`src/hw/rtl/c8ie_pkg.sv`:
```
// Shared types and constants for the CHIP-8 instruction execute block.
package c8ie_pkg;
    localparam logic [1:0] ST_OK        = 2'd0;
    localparam logic [1:0] ST_OVERFLOW  = 2'd1;
    localparam logic [1:0] ST_UNDERFLOW = 2'd2;
    localparam logic [1:0] ST_UNHANDLED = 2'd3;

    localparam logic [11:0] PC_RESET = 12'h200;

    typedef enum logic [3:0] {
        K_RET, K_JP, K_CALL, K_SE_K, K_SNE_K, K_SE_V, K_SNE_V, K_LD_K,
        K_ADD_K, K_ALU, K_LD_I, K_JP_V0, K_RND, K_UNH
    } t_kind;

    typedef struct packed {
        t_kind       kind;
        logic [3:0]  x;
        logic [3:0]  y;
        logic [3:0]  n;
        logic [7:0]  kk;
        logic [11:0] nnn;
        logic [7:0]  rnd;
    } t_op;
endpackage

```
`src/hw/rtl/c8ie_front.sv`:
```
// Front end: accepts instruction words, decodes them, and queues them.
module c8ie_front (
    input  logic           i_clk,
    input  logic           i_rst_n,
    input  logic           i_valid,
    output logic           o_ready,
    input  logic [15:0]    i_op,
    input  logic [7:0]     i_rnd,
    output logic           o_valid,
    input  logic           i_ready,
    output c8ie_pkg::t_op  o_op
);
    import c8ie_pkg::*;

    t_op        r_q [2];
    logic       r_wp, r_rp;
    logic [1:0] r_cnt;
    t_op        n_op;
    logic       w_push, w_pop;

    always_comb begin
        n_op.x   = i_op[11:8];
        n_op.y   = i_op[7:4];
        n_op.n   = i_op[3:0];
        n_op.kk  = i_op[7:0];
        n_op.nnn = i_op[11:0];
        n_op.rnd = i_rnd;
        case (i_op[15:12])
            4'h0: n_op.kind = (i_op == 16'h00EE) ? K_RET : K_UNH;
            4'h1: n_op.kind = K_JP;
            4'h2: n_op.kind = K_CALL;
            4'h3: n_op.kind = K_SE_K;
            4'h4: n_op.kind = K_SNE_K;
            4'h5: n_op.kind = K_SE_V;
            4'h6: n_op.kind = K_LD_K;
            4'h7: n_op.kind = K_ADD_K;
            4'h8: n_op.kind = (i_op[3:0] <= 4'h7 || i_op[3:0] == 4'hE) ? K_ALU : K_UNH;
            4'h9: n_op.kind = K_SNE_V;
            4'hA: n_op.kind = K_LD_I;
            4'hB: n_op.kind = K_JP_V0;
            4'hC: n_op.kind = K_RND;
            default: n_op.kind = K_UNH;
        endcase
    end

    assign o_ready = (r_cnt != 2'd2);
    assign o_valid = (r_cnt != 2'd0);
    assign o_op    = r_q[r_rp];
    assign w_push  = i_valid && o_ready;
    assign w_pop   = o_valid && i_ready;

    always_ff @(posedge i_clk) begin
        if (w_push) begin
            r_q[r_wp] <= n_op;
        end
        if (!i_rst_n) begin
            r_wp  <= 1'b0;
            r_rp  <= 1'b0;
            r_cnt <= 2'd0;
        end else begin
            if (w_push) r_wp <= ~r_wp;
            if (w_pop) r_rp <= ~r_rp;
            r_cnt <= r_cnt + {1'b0, w_push} - {1'b0, w_pop};
        end
    end
endmodule

```
`src/hw/rtl/c8ie_back.sv`:
```
// Back end: executes decoded instructions against the architectural state.
module c8ie_back #(
    parameter int STACK_DEPTH = 16
) (
    input  logic          i_clk,
    input  logic          i_rst_n,
    input  logic          i_cfg_we,
    input  logic [11:0]   i_cfg_pc,
    input  logic          i_valid,
    output logic          o_ready,
    input  c8ie_pkg::t_op i_op,
    output logic          o_valid,
    input  logic          i_ready,
    output logic [47:0]   o_data
);
    import c8ie_pkg::*;
    localparam int SW = $clog2(STACK_DEPTH);
    localparam int DW = $clog2(STACK_DEPTH + 1);

    logic [7:0]  r_v [16];
    logic [11:0] r_stk [STACK_DEPTH];
    logic [11:0] r_i, r_pc;
    logic [DW-1:0] r_sp;
    logic        r_ov;
    logic [47:0] r_data;

    logic [7:0]  w_vx, w_vy, n_val;
    logic [8:0]  w_sum;
    logic [11:0] n_pc, n_i, w_pc2, w_pc4;
    logic        n_rw, n_fw, n_fv, w_go;
    logic [1:0]  n_st;
    logic [SW-1:0] w_top;

    assign w_vx  = r_v[i_op.x];
    assign w_vy  = r_v[i_op.y];
    assign w_pc2 = r_pc + 12'd2;
    assign w_pc4 = r_pc + 12'd4;
    assign w_top = SW'(r_sp - DW'(1));
    assign o_ready = !r_ov || i_ready;
    assign w_go  = i_valid && o_ready;
    assign o_valid = r_ov;
    assign o_data  = r_data;

    always_comb begin
        n_pc = w_pc2; n_i = r_i; n_rw = 1'b0; n_fw = 1'b0; n_fv = 1'b0;
        n_val = 8'd0; n_st = ST_OK; w_sum = 9'd0;
        case (i_op.kind)
            K_RET: if (r_sp == '0) begin
                n_pc = r_pc; n_st = ST_UNDERFLOW;
            end else begin
                n_pc = r_stk[w_top];
            end
            K_JP: n_pc = i_op.nnn;
            K_CALL: if (r_sp == DW'(STACK_DEPTH)) begin
                n_pc = r_pc; n_st = ST_OVERFLOW;
            end else begin
                n_pc = i_op.nnn;
            end
            K_SE_K:  if (w_vx == i_op.kk) n_pc = w_pc4;
            K_SNE_K: if (w_vx != i_op.kk) n_pc = w_pc4;
            K_SE_V:  if (w_vx == w_vy) n_pc = w_pc4;
            K_SNE_V: if (w_vx != w_vy) n_pc = w_pc4;
            K_LD_K: begin n_rw = 1'b1; n_val = i_op.kk; end
            K_ADD_K: begin n_rw = 1'b1; n_val = w_vx + i_op.kk; end
            K_RND: begin n_rw = 1'b1; n_val = i_op.rnd & i_op.kk; end
            K_LD_I: n_i = i_op.nnn;
            K_JP_V0: n_pc = i_op.nnn + {4'd0, r_v[0]};
            K_ALU: begin
                n_rw = 1'b1;
                case (i_op.n)
                    4'h0: n_val = w_vy;
                    4'h1: n_val = w_vx | w_vy;
                    4'h2: n_val = w_vx & w_vy;
                    4'h3: n_val = w_vx ^ w_vy;
                    4'h4: begin
                        w_sum = {1'b0, w_vx} + {1'b0, w_vy};
                        n_val = w_sum[7:0]; n_fw = 1'b1; n_fv = w_sum[8];
                    end
                    4'h5: begin n_val = w_vx - w_vy; n_fw = 1'b1; n_fv = w_vx >= w_vy; end
                    4'h6: begin n_val = w_vy >> 1; n_fw = 1'b1; n_fv = w_vy[0]; end
                    4'h7: begin n_val = w_vy - w_vx; n_fw = 1'b1; n_fv = w_vy >= w_vx; end
                    default: begin n_val = w_vy << 1; n_fw = 1'b1; n_fv = w_vy[7]; end
                endcase
            end
            default: n_st = ST_UNHANDLED;
        endcase
    end

    always_ff @(posedge i_clk) begin
        if (w_go) begin
            r_data <= {7'd0, n_st, n_i, n_fv, n_fw, n_val,
                       n_rw ? i_op.x : 4'd0, n_rw, n_pc};
            if (i_op.kind == K_CALL && r_sp != DW'(STACK_DEPTH))
                r_stk[SW'(r_sp)] <= w_pc2;
        end
        if (!i_rst_n) begin
            for (int k = 0; k < 16; k++) r_v[k] <= 8'd0;
            r_i  <= 12'd0;
            r_pc <= PC_RESET;
            r_sp <= '0;
            r_ov <= 1'b0;
        end else begin
            if (w_go) r_ov <= 1'b1;
            else if (i_ready) r_ov <= 1'b0;
            if (i_cfg_we) begin
                r_pc <= i_cfg_pc;
            end else if (w_go) begin
                r_pc <= n_pc;
                r_i  <= n_i;
                if (n_rw) r_v[i_op.x] <= n_val;
                if (n_fw) r_v[15] <= {7'd0, n_fv};
                if (i_op.kind == K_CALL && n_st == ST_OK) r_sp <= r_sp + DW'(1);
                if (i_op.kind == K_RET && n_st == ST_OK) r_sp <= r_sp - DW'(1);
            end
        end
    end
endmodule

```
`src/hw/rtl/chip8_instruction_execute.sv`:
```
// Top level: CHIP-8 instruction execute block, decode front and execute back.
// One instruction word per cycle is sustained while m_axis_tready stays high: the back
// end executes each word against the register file; a two-entry queue separates
// decode from execute, and a new word enters the result register only when it is
// empty or its result is taken. Each word is registered in the queue, then in the result register.
module chip8_instruction_execute #(
    parameter int STACK_DEPTH = 16
) (
    input  logic        i_clk,
    input  logic        i_rst_n,
    input  logic        i_cfg_valid,
    output logic        o_cfg_ready,
    input  logic [11:0] i_cfg_data,
    input  logic        s_axis_tvalid,
    output logic        s_axis_tready,
    input  logic [23:0] s_axis_tdata,  // instruction_word, random_byte
    output logic        m_axis_tvalid,
    input  logic        m_axis_tready,
    output logic [47:0] m_axis_tdata   // next_pc, reg_write, reg_number, reg_value,
                                       // flag_write, flag_value, index_value, status
);
    import c8ie_pkg::*;

    t_op  w_op;
    logic w_qv, w_qr;

    assign o_cfg_ready = 1'b1;

    c8ie_front u_front (
        .i_clk, .i_rst_n,
        .i_valid(s_axis_tvalid), .o_ready(s_axis_tready),
        .i_op(s_axis_tdata[15:0]), .i_rnd(s_axis_tdata[23:16]),
        .o_valid(w_qv), .i_ready(w_qr), .o_op(w_op)
    );

    c8ie_back #(.STACK_DEPTH(STACK_DEPTH)) u_back (
        .i_clk, .i_rst_n,
        .i_cfg_we(i_cfg_valid), .i_cfg_pc(i_cfg_data),
        .i_valid(w_qv), .o_ready(w_qr), .i_op(w_op),
        .o_valid(m_axis_tvalid), .i_ready(m_axis_tready), .o_data(m_axis_tdata)
    );
endmodule

```
`config.mk`:
```
export PLATFORM = sky130hd
export DESIGN_NAME = chip8_instruction_execute
export DESIGN_NICKNAME = d
export VERILOG_FILES = /design/src/hw/rtl/c8ie_pkg.sv /design/src/hw/rtl/c8ie_front.sv /design/src/hw/rtl/c8ie_back.sv /design/src/hw/rtl/chip8_instruction_execute.sv
export SDC_FILE = /design/constraint.sdc
export NUM_CORES = 1
export LEC_CHECK = 0
export ABC_AREA = 1
export BUFFER_PORTS_ARGS = -buffer_cell sky130_fd_sc_hd__buf_4
export CORE_UTILIZATION = 60
export CTS_BUF_LIST = sky130_fd_sc_hd__clkbuf_4 sky130_fd_sc_hd__clkbuf_8 sky130_fd_sc_hd__clkbuf_16
export CTS_CLUSTER_SIZE = 16
export DETAILED_ROUTE_END_ITERATION = 12
export GPL_TIMING_DRIVEN = 1
export PLACE_DENSITY_LB_ADDON = 0.25
export SKIP_LAST_GASP = 1
export SYNTH_ARGS = -nofsm -noshare
export SYNTH_HDL_FRONTEND = slang
export SYNTH_HIERARCHICAL = 1
export SYNTH_SLANG_ARGS = --single-unit
```
`constraint.sdc`:
```
create_clock -name i_clk -period 6.7 [get_ports i_clk]
set_input_delay 0.67 -clock i_clk [delete_from_list [all_inputs] [get_ports i_clk]]
set_output_delay 0.67 -clock i_clk [all_outputs]
set_load 0.02 [all_outputs]
```
==> reports/metrics.csv, run 1 <==
metric,value,unit
result of the run,finished clean,
critical setup path kind,flop to flop,
Pre-antenna DRT Iters,8,
number of flip-flops and latches in the synthesized netlist,444,
count of fill cells added during filler insertion,3150,
CTS hold repair buffers,0,
buffer type at the clock tree root,sky130_fd_sc_hd__clkbuf_16,
Horiz. Die Dim,204,um
post-synthesis cell area,24400,um2
ratio of routed vias to standard cells,6.27,
PnR worst setup slack,1.08,ns
synth unique cells,66,
TritonCTS clock tree,yes,
Die Span Y,204,um
via count of the first global-routing pass,19027,
antenna violations before repair,0,
dominant register cell in the synthesized netlist,sky130_fd_sc_hd__edfxtp_1,
WL final,72300,um
share of synthesized area occupied by flip-flops and latches,53.2,%
die footprint,41500,um2
final standard cell area without fillers,26700,um2
sort of element at the start of the critical path,flop,
worst clock skew,0.0302,ns
clock-pin slew on the worst setup and hold paths,0.07,ns
post-route antenna net violation count,0,
fraction of the cycle the final worst path needs,83.8,%
# IOs,92,
"Setup Fix Bufs, Post-CTS",0,
Synth top area share,50.4,%
Area Growth Syn to Fin,9.38,%
number of instances in the synthesized netlist,2628,
clock network latency to the later pin of the worst-skew pair,0.60,ns
detailed placer's ending HPWL,48200,um
Port Buffers,83,
path type of the worst min-delay path,input port to flop,
"Remaining Overflow, GRT",0,
CORE AREA,39900,um2
WP data arrival,5.96,ns
Nets,2749,
standard-cell rows,73,
initial cell density of the core,61.1,%
async set-reset flop share out of synthesis,0,%
normalized max-slew margin,9.90,%
number of buffers created by CTS,46,
Setup Slack @ Placement,1.29,ns
total count of max-transition violations in the final report,0,
final core area utilization,66.8,%
endpoint required time on the critical path,7.05,ns
Max Fanout on Critical Path,38,
synthesized area divided by synthesized cell count,9.28,um2
setup total negative slack,0,ns
Max Clk Rate,0.178,GHz
Yosys Warn Count,6,
nature of the critical path endpoint,flop,
Max VDD drop,0.303,mV
1st-iter DRT viols,2398,
setup repair after global routing missed its margin,false,
final estimated routing congestion in global placement,0.998,
Longest Clk Path Bufs,3,
Final Hold Viols,0,
final antenna diode count,0,
Fin Hold WS,0.260,ns
largest net degree at the start of global routing,102,
share of post-route cells with drive strength above 1,12.7,%
H-tree levels,2,
cell type with the largest total area after synthesis,sky130_fd_sc_hd__edfxtp_1,
total power density per cell area,415,nW/um2
slew of the pin with the lowest slew margin,1.35,ns
drt drc,0,
"EDFF count, synth",409,
vias after detailed routing,20109,
total of endpoints with negative setup slack in the final report,0,
GRT Util Overall,34.9,%
CTS sink cnt,444,
# Max-Cap Violations,0,
synth top area cells,"sky130_fd_sc_hd__edfxtp_1 50%, sky130_fd_sc_hd__nand2_1 9.2%, sky130_fd_sc_hd__nor2_1 4.4%",
static leakage power,10.7,nW
min cycle time layout,5.62,ns
count of cells resized by post-cts repair,0,
average wire per cell in the routed design,22.5,um
global-route wire length before repair,109000,um
Placed Instance Area,25000,um2
-- final timing paths --
| path | from | end | slack [ns] | cells past startpoint |
|---|---|---|---|---|
| max | flop | u_back/o_data[5]$_DFFE_PP_ | 1.08 | 19 |
| min | s_axis_tdata[20] | u_front/r_q[0][4]$_DFFE_PP_ | 0.26 | 1 |
| max reg2reg | flop | u_back/o_data[5]$_DFFE_PP_ | 1.08 | 19 |
| min reg2reg | u_front/r_rp$_SDFFE_PN0P_ | flop | 0.50 | 2 |
-- flip-flops by register name (all words and copies together) (netlist names), named ones only --
signal and flops:
u_back/r_sp 5, u_back/r_v 128, u_front/r_q 48, u_front/r_cnt 2, u_front/r_wp 1, u_back/o_data 41
u_back/r_i 12, u_back/o_valid 1, u_front/r_rp 1, u_back/r_stk 192, u_back/r_pc 12
-- placed cells by master, fill, tap and decap left out, drive strengths merged, types with 35 or more instances in the layout --
master,synthesis,routed
a22oi,68,68
a21oi,185,185
dfxtp,35,35
clkbuf,40,50
buf,107,111
ha,57,57
nand3,170,170
nor2,325,325
o21ai,172,172
nand2,616,616
inv,225,229
edfxtp,409,409
-- cells in the mapped netlist (all sizes together), types with 24 or more instances --
library cell and n:
a21oi 185, a22oi 68, buf 107, clkbuf 40, dfxtp 35, edfxtp 409
ha 57, inv 225, mux2 24, nand2 616, nand3 170, nor2 325
o211ai 33, o21ai 172, o221ai 26
-- where the power goes --
group | switching (W) | internal, W | total [W]
sequential | 0.000126 | 0.00342 | 0.00355
clock | 0.00112 | 0.00172 | 0.00284
combinational | 0.00334 | 0.00133 | 0.00468
total | 0.00459 | 0.00648 | 0.0111
-- cell type report --
class | count | area (um2) | share of cell area (%)
sequential | 444 | 13000 | 48.7
clock buffer | 50 | 1180 | 4.43
tap | 525 | 657 | 2.46
inverter | 228 | 857 | 3.21
timing repair buffer | 111 | 833 | 3.12
multi-input combinational | 1815 | 9660 | 36.2
clock inverter | 35 | 503 | 1.89
-- layer usage --
metal	routed length [um]	track usage, %
met5	0	0
met4	2910	15.3
met3	7470	6.23
met2	33600	56.1
met1	28300	46.5
-- cell families after synthesis --
kind of cell | synth area share, %
flops | 53.2
buf+inv | 7.31
xor+xnor | 0.929
mux | 1.42
simple gates | 20.2
other cells | 0.0308
compound gates | 13.6
fa+ha+maj | 3.33
-- critical path, stage by stage, from the launching register on --
cell and delay, ns:
sky130_fd_sc_hd__dfxtp_1 0.31, sky130_fd_sc_hd__buf_4 0.37, sky130_fd_sc_hd__mux2_4 0.56, sky130_fd_sc_hd__inv_2 0.53, sky130_fd_sc_hd__o21ai_0 0.18, sky130_fd_sc_hd__o221ai_1 0.42, sky130_fd_sc_hd__nand3_1 0.15, sky130_fd_sc_hd__nand2_2 0.21
sky130_fd_sc_hd__inv_1 0.09, sky130_fd_sc_hd__ha_1 0.41, sky130_fd_sc_hd__inv_2 0.18, sky130_fd_sc_hd__nand3_2 0.15, sky130_fd_sc_hd__nor2_4 0.55, sky130_fd_sc_hd__inv_2 0.39, sky130_fd_sc_hd__o211ai_1 0.27, sky130_fd_sc_hd__nand4_1 0.13
sky130_fd_sc_hd__nor3_1 0.17, sky130_fd_sc_hd__nand3_1 0.12, sky130_fd_sc_hd__nand2_1 0.07, sky130_fd_sc_hd__inv_1 0.04
-- through the flow --
| stage | total power (W) | instances |
|---|---|---|
| floorplan | 0.00684 | 2634 |
| global placement | 0.00807 | 3123 |
| detailed placement | 0.00812 | 3123 |
| CTS | 0.0110 | 3208 |
| global route | 0.0116 | 3208 |
| finish | 0.0111 | 3208 |
(Power assumes the default switching activity.)
==> run 2, diff against run 1 <==
- clock period: 6.7 -> 5.8 ns (I/O delays scaled with it)
==> run 2 against run 1 <==
Against the previous run: combinational power rose by 16%; via count rose by 0.77%; sequential share of layout area rose by 0.13 points; clock power rose by 4%; final area fell by 0.27%; largest cell class unchanged.
==> reports/metrics.csv, run 2 (same netlist as run 1, synthesis figures left out) <==
metric,value,unit,change
result of the run,finished clean,,
final estimated routing congestion in global placement,0.971,,-2.7%
nature of the critical path endpoint,flop,,
total buffers and inverters traversed by the critical path,7,,+1
total count of max-transition violations in the final report,0,,unchanged
standard-cell rows,73,,unchanged
register with the most flip-flops,u_back/r_stk,,
1st-iter DRT viols,3078,,+28%
H-tree levels,2,,unchanged
Longest Clk Path Bufs,3,,unchanged
Nets,2763,,+0.51%
average wire per cell in the routed design,22.7,um,+0.93%
area occupied by multi-input gates,9660,um2,unchanged
WL final,73300,um,+1.4%
GRT Util Overall,35.3,%,+0.42 points
CTS hold repair buffers,0,,unchanged
count of fill cells added during filler insertion,3095,,-1.7%
endpoint required time on the critical path,6.11,ns,-0.94 ns
list of cells traversed by the critical path,buf_4 -> mux2_2 -> inv_1 -> o221ai_1 -> o211ai_1 -> nand2_1 -> inv_1 -> ha_1 -> inv_1 -> fa_1 -> inv_1 -> o21ai_0 -> inv_1 -> nand2_1 -> nand3_1 -> o21ai_0 -> nor2_1 -> nand3_1 -> o211ai_2 -> inv_2 -> nor2_4 -> nor2_1,,
r2r worst-path depth,22,,+3
Critical Path End,u_back/r_v[4][4]$_SDFFCE_PN0P_,,
post-route antenna net violation count,0,,unchanged
Worst path most repeated cell,sky130_fd_sc_hd__inv_1,,
Port Buffers,83,,unchanged
clock group share of total power,23.6,%,-2.1 points
clock-pin slew on the worst setup and hold paths,0.06,ns,about the same
Fin Hold WS,0.181,ns,-0.0793 ns
CTS sink cnt,444,,unchanged
via count of the first global-routing pass,19267,,+1.3%
initial cell density of the core,61.1,%,unchanged
static leakage power,10.7,nW,-0.29%
share of post-route cells with drive strength above 1,12.9,%,+0.27 points
Internal,0.00719,W,+11%
critical setup path kind,flop to flop,,
net switching fraction of the power,42.3,%,+0.78 points
count of cells resized by post-cts repair,0,,unchanged
number of buffers created by CTS,46,,unchanged
"leading cell type in the layout, fill and taps excluded",sky130_fd_sc_hd__nand2_1,,
setup repair after global routing missed its margin,false,,
min cycle time layout,5.25,ns,-0.362 ns
detailed placer's ending HPWL,49000,um,+1.7%
# IOs,92,,unchanged
Combinational Power Share,43.5,%,+1.3 points
clock network latency to the later pin of the worst-skew pair,0.60,ns,about the same
worst reg2reg setup slack,0.55,ns,-0.54 ns
sequential group share of total power,32.9,%,+0.8 points
TritonCTS clock tree,yes,,
most frequent cells in the layout,"596 x sky130_fd_sc_hd__nand2_1, 409 x sky130_fd_sc_hd__edfxtp_1, 285 x sky130_fd_sc_hd__nor2_1",,
dominant delay contributor by cell family on the critical path,buffers and inverters,,
worst clock skew,0.0248,ns,-0.00539 ns
CP max stage delay,0.60,ns,+0.04 ns
total area of sequential cells,13000,um2,unchanged
antenna violations before repair,0,,unchanged
final cell count without fillers,3223,,+0.47%
drt drc,0,,unchanged
fraction of the cycle the final worst path needs,90.6,%,+6.8 points
vias after detailed routing,20263,,+0.77%
# Max-Cap Violations,0,,unchanged
slew of the pin with the lowest slew margin,1.35,ns,+0.00622 ns
net switching power figure,0.00527,W,+15%
Pre-antenna DRT Iters,8,,unchanged
largest registers,"u_back/r_stk x192, u_back/r_v x128, u_front/r_q x48",,
Final Hold Viols,0,,unchanged
global-route wire length before repair,111000,um,+1.5%
sort of element at the start of the critical path,flop,,
ratio of routed vias to standard cells,6.29,,+0.30%
Max VDD drop,0.330,mV,+8.9%
normalized max-slew margin,9.49,%,-0.42 points
Horiz. Die Dim,204,um,unchanged
die footprint,41500,um2,unchanged
buffer type at the clock tree root,sky130_fd_sc_hd__clkbuf_16,,
stages on the worst setup path,22,,+3
Worst path slowest cell,sky130_fd_sc_hd__mux2_2,,
setup total negative slack,0,ns,unchanged
"Setup Fix Bufs, Post-CTS",0,,unchanged
WP data arrival,5.56,ns,-0.40 ns
max FFs per register,192,,unchanged
endpoint of the most critical register-to-register path,u_back/r_v[4][4]$_SDFFCE_PN0P_,,
path type of the worst min-delay path,input port to flop,,
Die Span Y,204,um,unchanged
Max Clk Rate,0.190,GHz,+6.9%
Max Fanout on Critical Path,19,,-50%
CORE AREA,39900,um2,unchanged
largest net degree at the start of global routing,100,,-2.0%
total power density per cell area,468,nW/um2,+13%
"Remaining Overflow, GRT",0,,unchanged
total of endpoints with negative setup slack in the final report,0,,unchanged
cell total after placement,3137,,+0.45%
Area Growth Syn to Fin,9.09,%,
[run 2: worst min-delay path by stage]
stage	startpoint	endpoint	slack, ns	cells past startpoint
finish	s_axis_tdata[20]	u_front/r_q[1][4]$_DFFE_PP_	0.18	1
CTS	s_axis_tdata[22]	u_front/r_q[0][6]$_DFFE_PP_	0.16	1
global placement	u_front/r_rp$_SDFFE_PN0P_	u_front/r_rp$_SDFFE_PN0P_	0.46	2
floorplan	u_front/r_rp$_SDFFE_PN0P_	flop	0.45	2
global route	s_axis_tdata[22]	u_front/r_q[0][6]$_DFFE_PP_	0.17	1
detailed placement	u_front/r_rp$_SDFFE_PN0P_	u_front/r_rp$_SDFFE_PN0P_	0.47	2
[run 2: power groups by stage]
stage / Sequential, W / Clock (W) / Combinational (W)
after detailed placement: 0.00416 / 0 / 0.00525
final: 0.00410 / 0.00294 / 0.00542
after global routing: 0.00413 / 0.00308 / 0.00584
after global placement: 0.00415 / 0 / 0.00515
after floorplan: 0.00431 / 0 / 0.00360
after CTS: 0.00410 / 0.00296 / 0.00528
[run 2: cell type report]
type / count / share of cell area [%]
Clock buffer: 54 / 4.62
Clock inverter: 31 / 0.992
Timing Repair Buffer: 125 / 3.57
Tap cell: 525 / 2.47
Antenna cell: 1 / 0.00941
Multi-Input combinational cell: 1815 / 36.3
Inverter: 228 / 3.22
Sequential cell: 444 / 48.8
[run 2: layer usage]
metal / part of all wire [%] / global-route usage, % / up-vias
li1: - / - / 9111
met4: 4.3 / 15.4 / 0
met5: 0 / 0 / -
met2: 46 / 56.4 / 1270
met1: 39 / 47.6 / 9660
met3: 10 / 6.14 / 222
[run 2: through the flow]
| step | setup slack, ns | util (%) | power (W) | area [um2] |
|---|---|---|---|---|
| after floorplan | 1.48 | - | 0.00791 | 24400 |
| after global placement | 0.806 | 62.9 | 0.00930 | 25100 |
| after detailed placement | 0.689 | 62.9 | 0.00941 | 25100 |
| after CTS | 0.699 | 66.6 | 0.0123 | 26600 |
| after global routing | 0.278 | 66.6 | 0.0130 | 26600 |
| final | 0.547 | 66.7 | 0.0125 | 26600 |
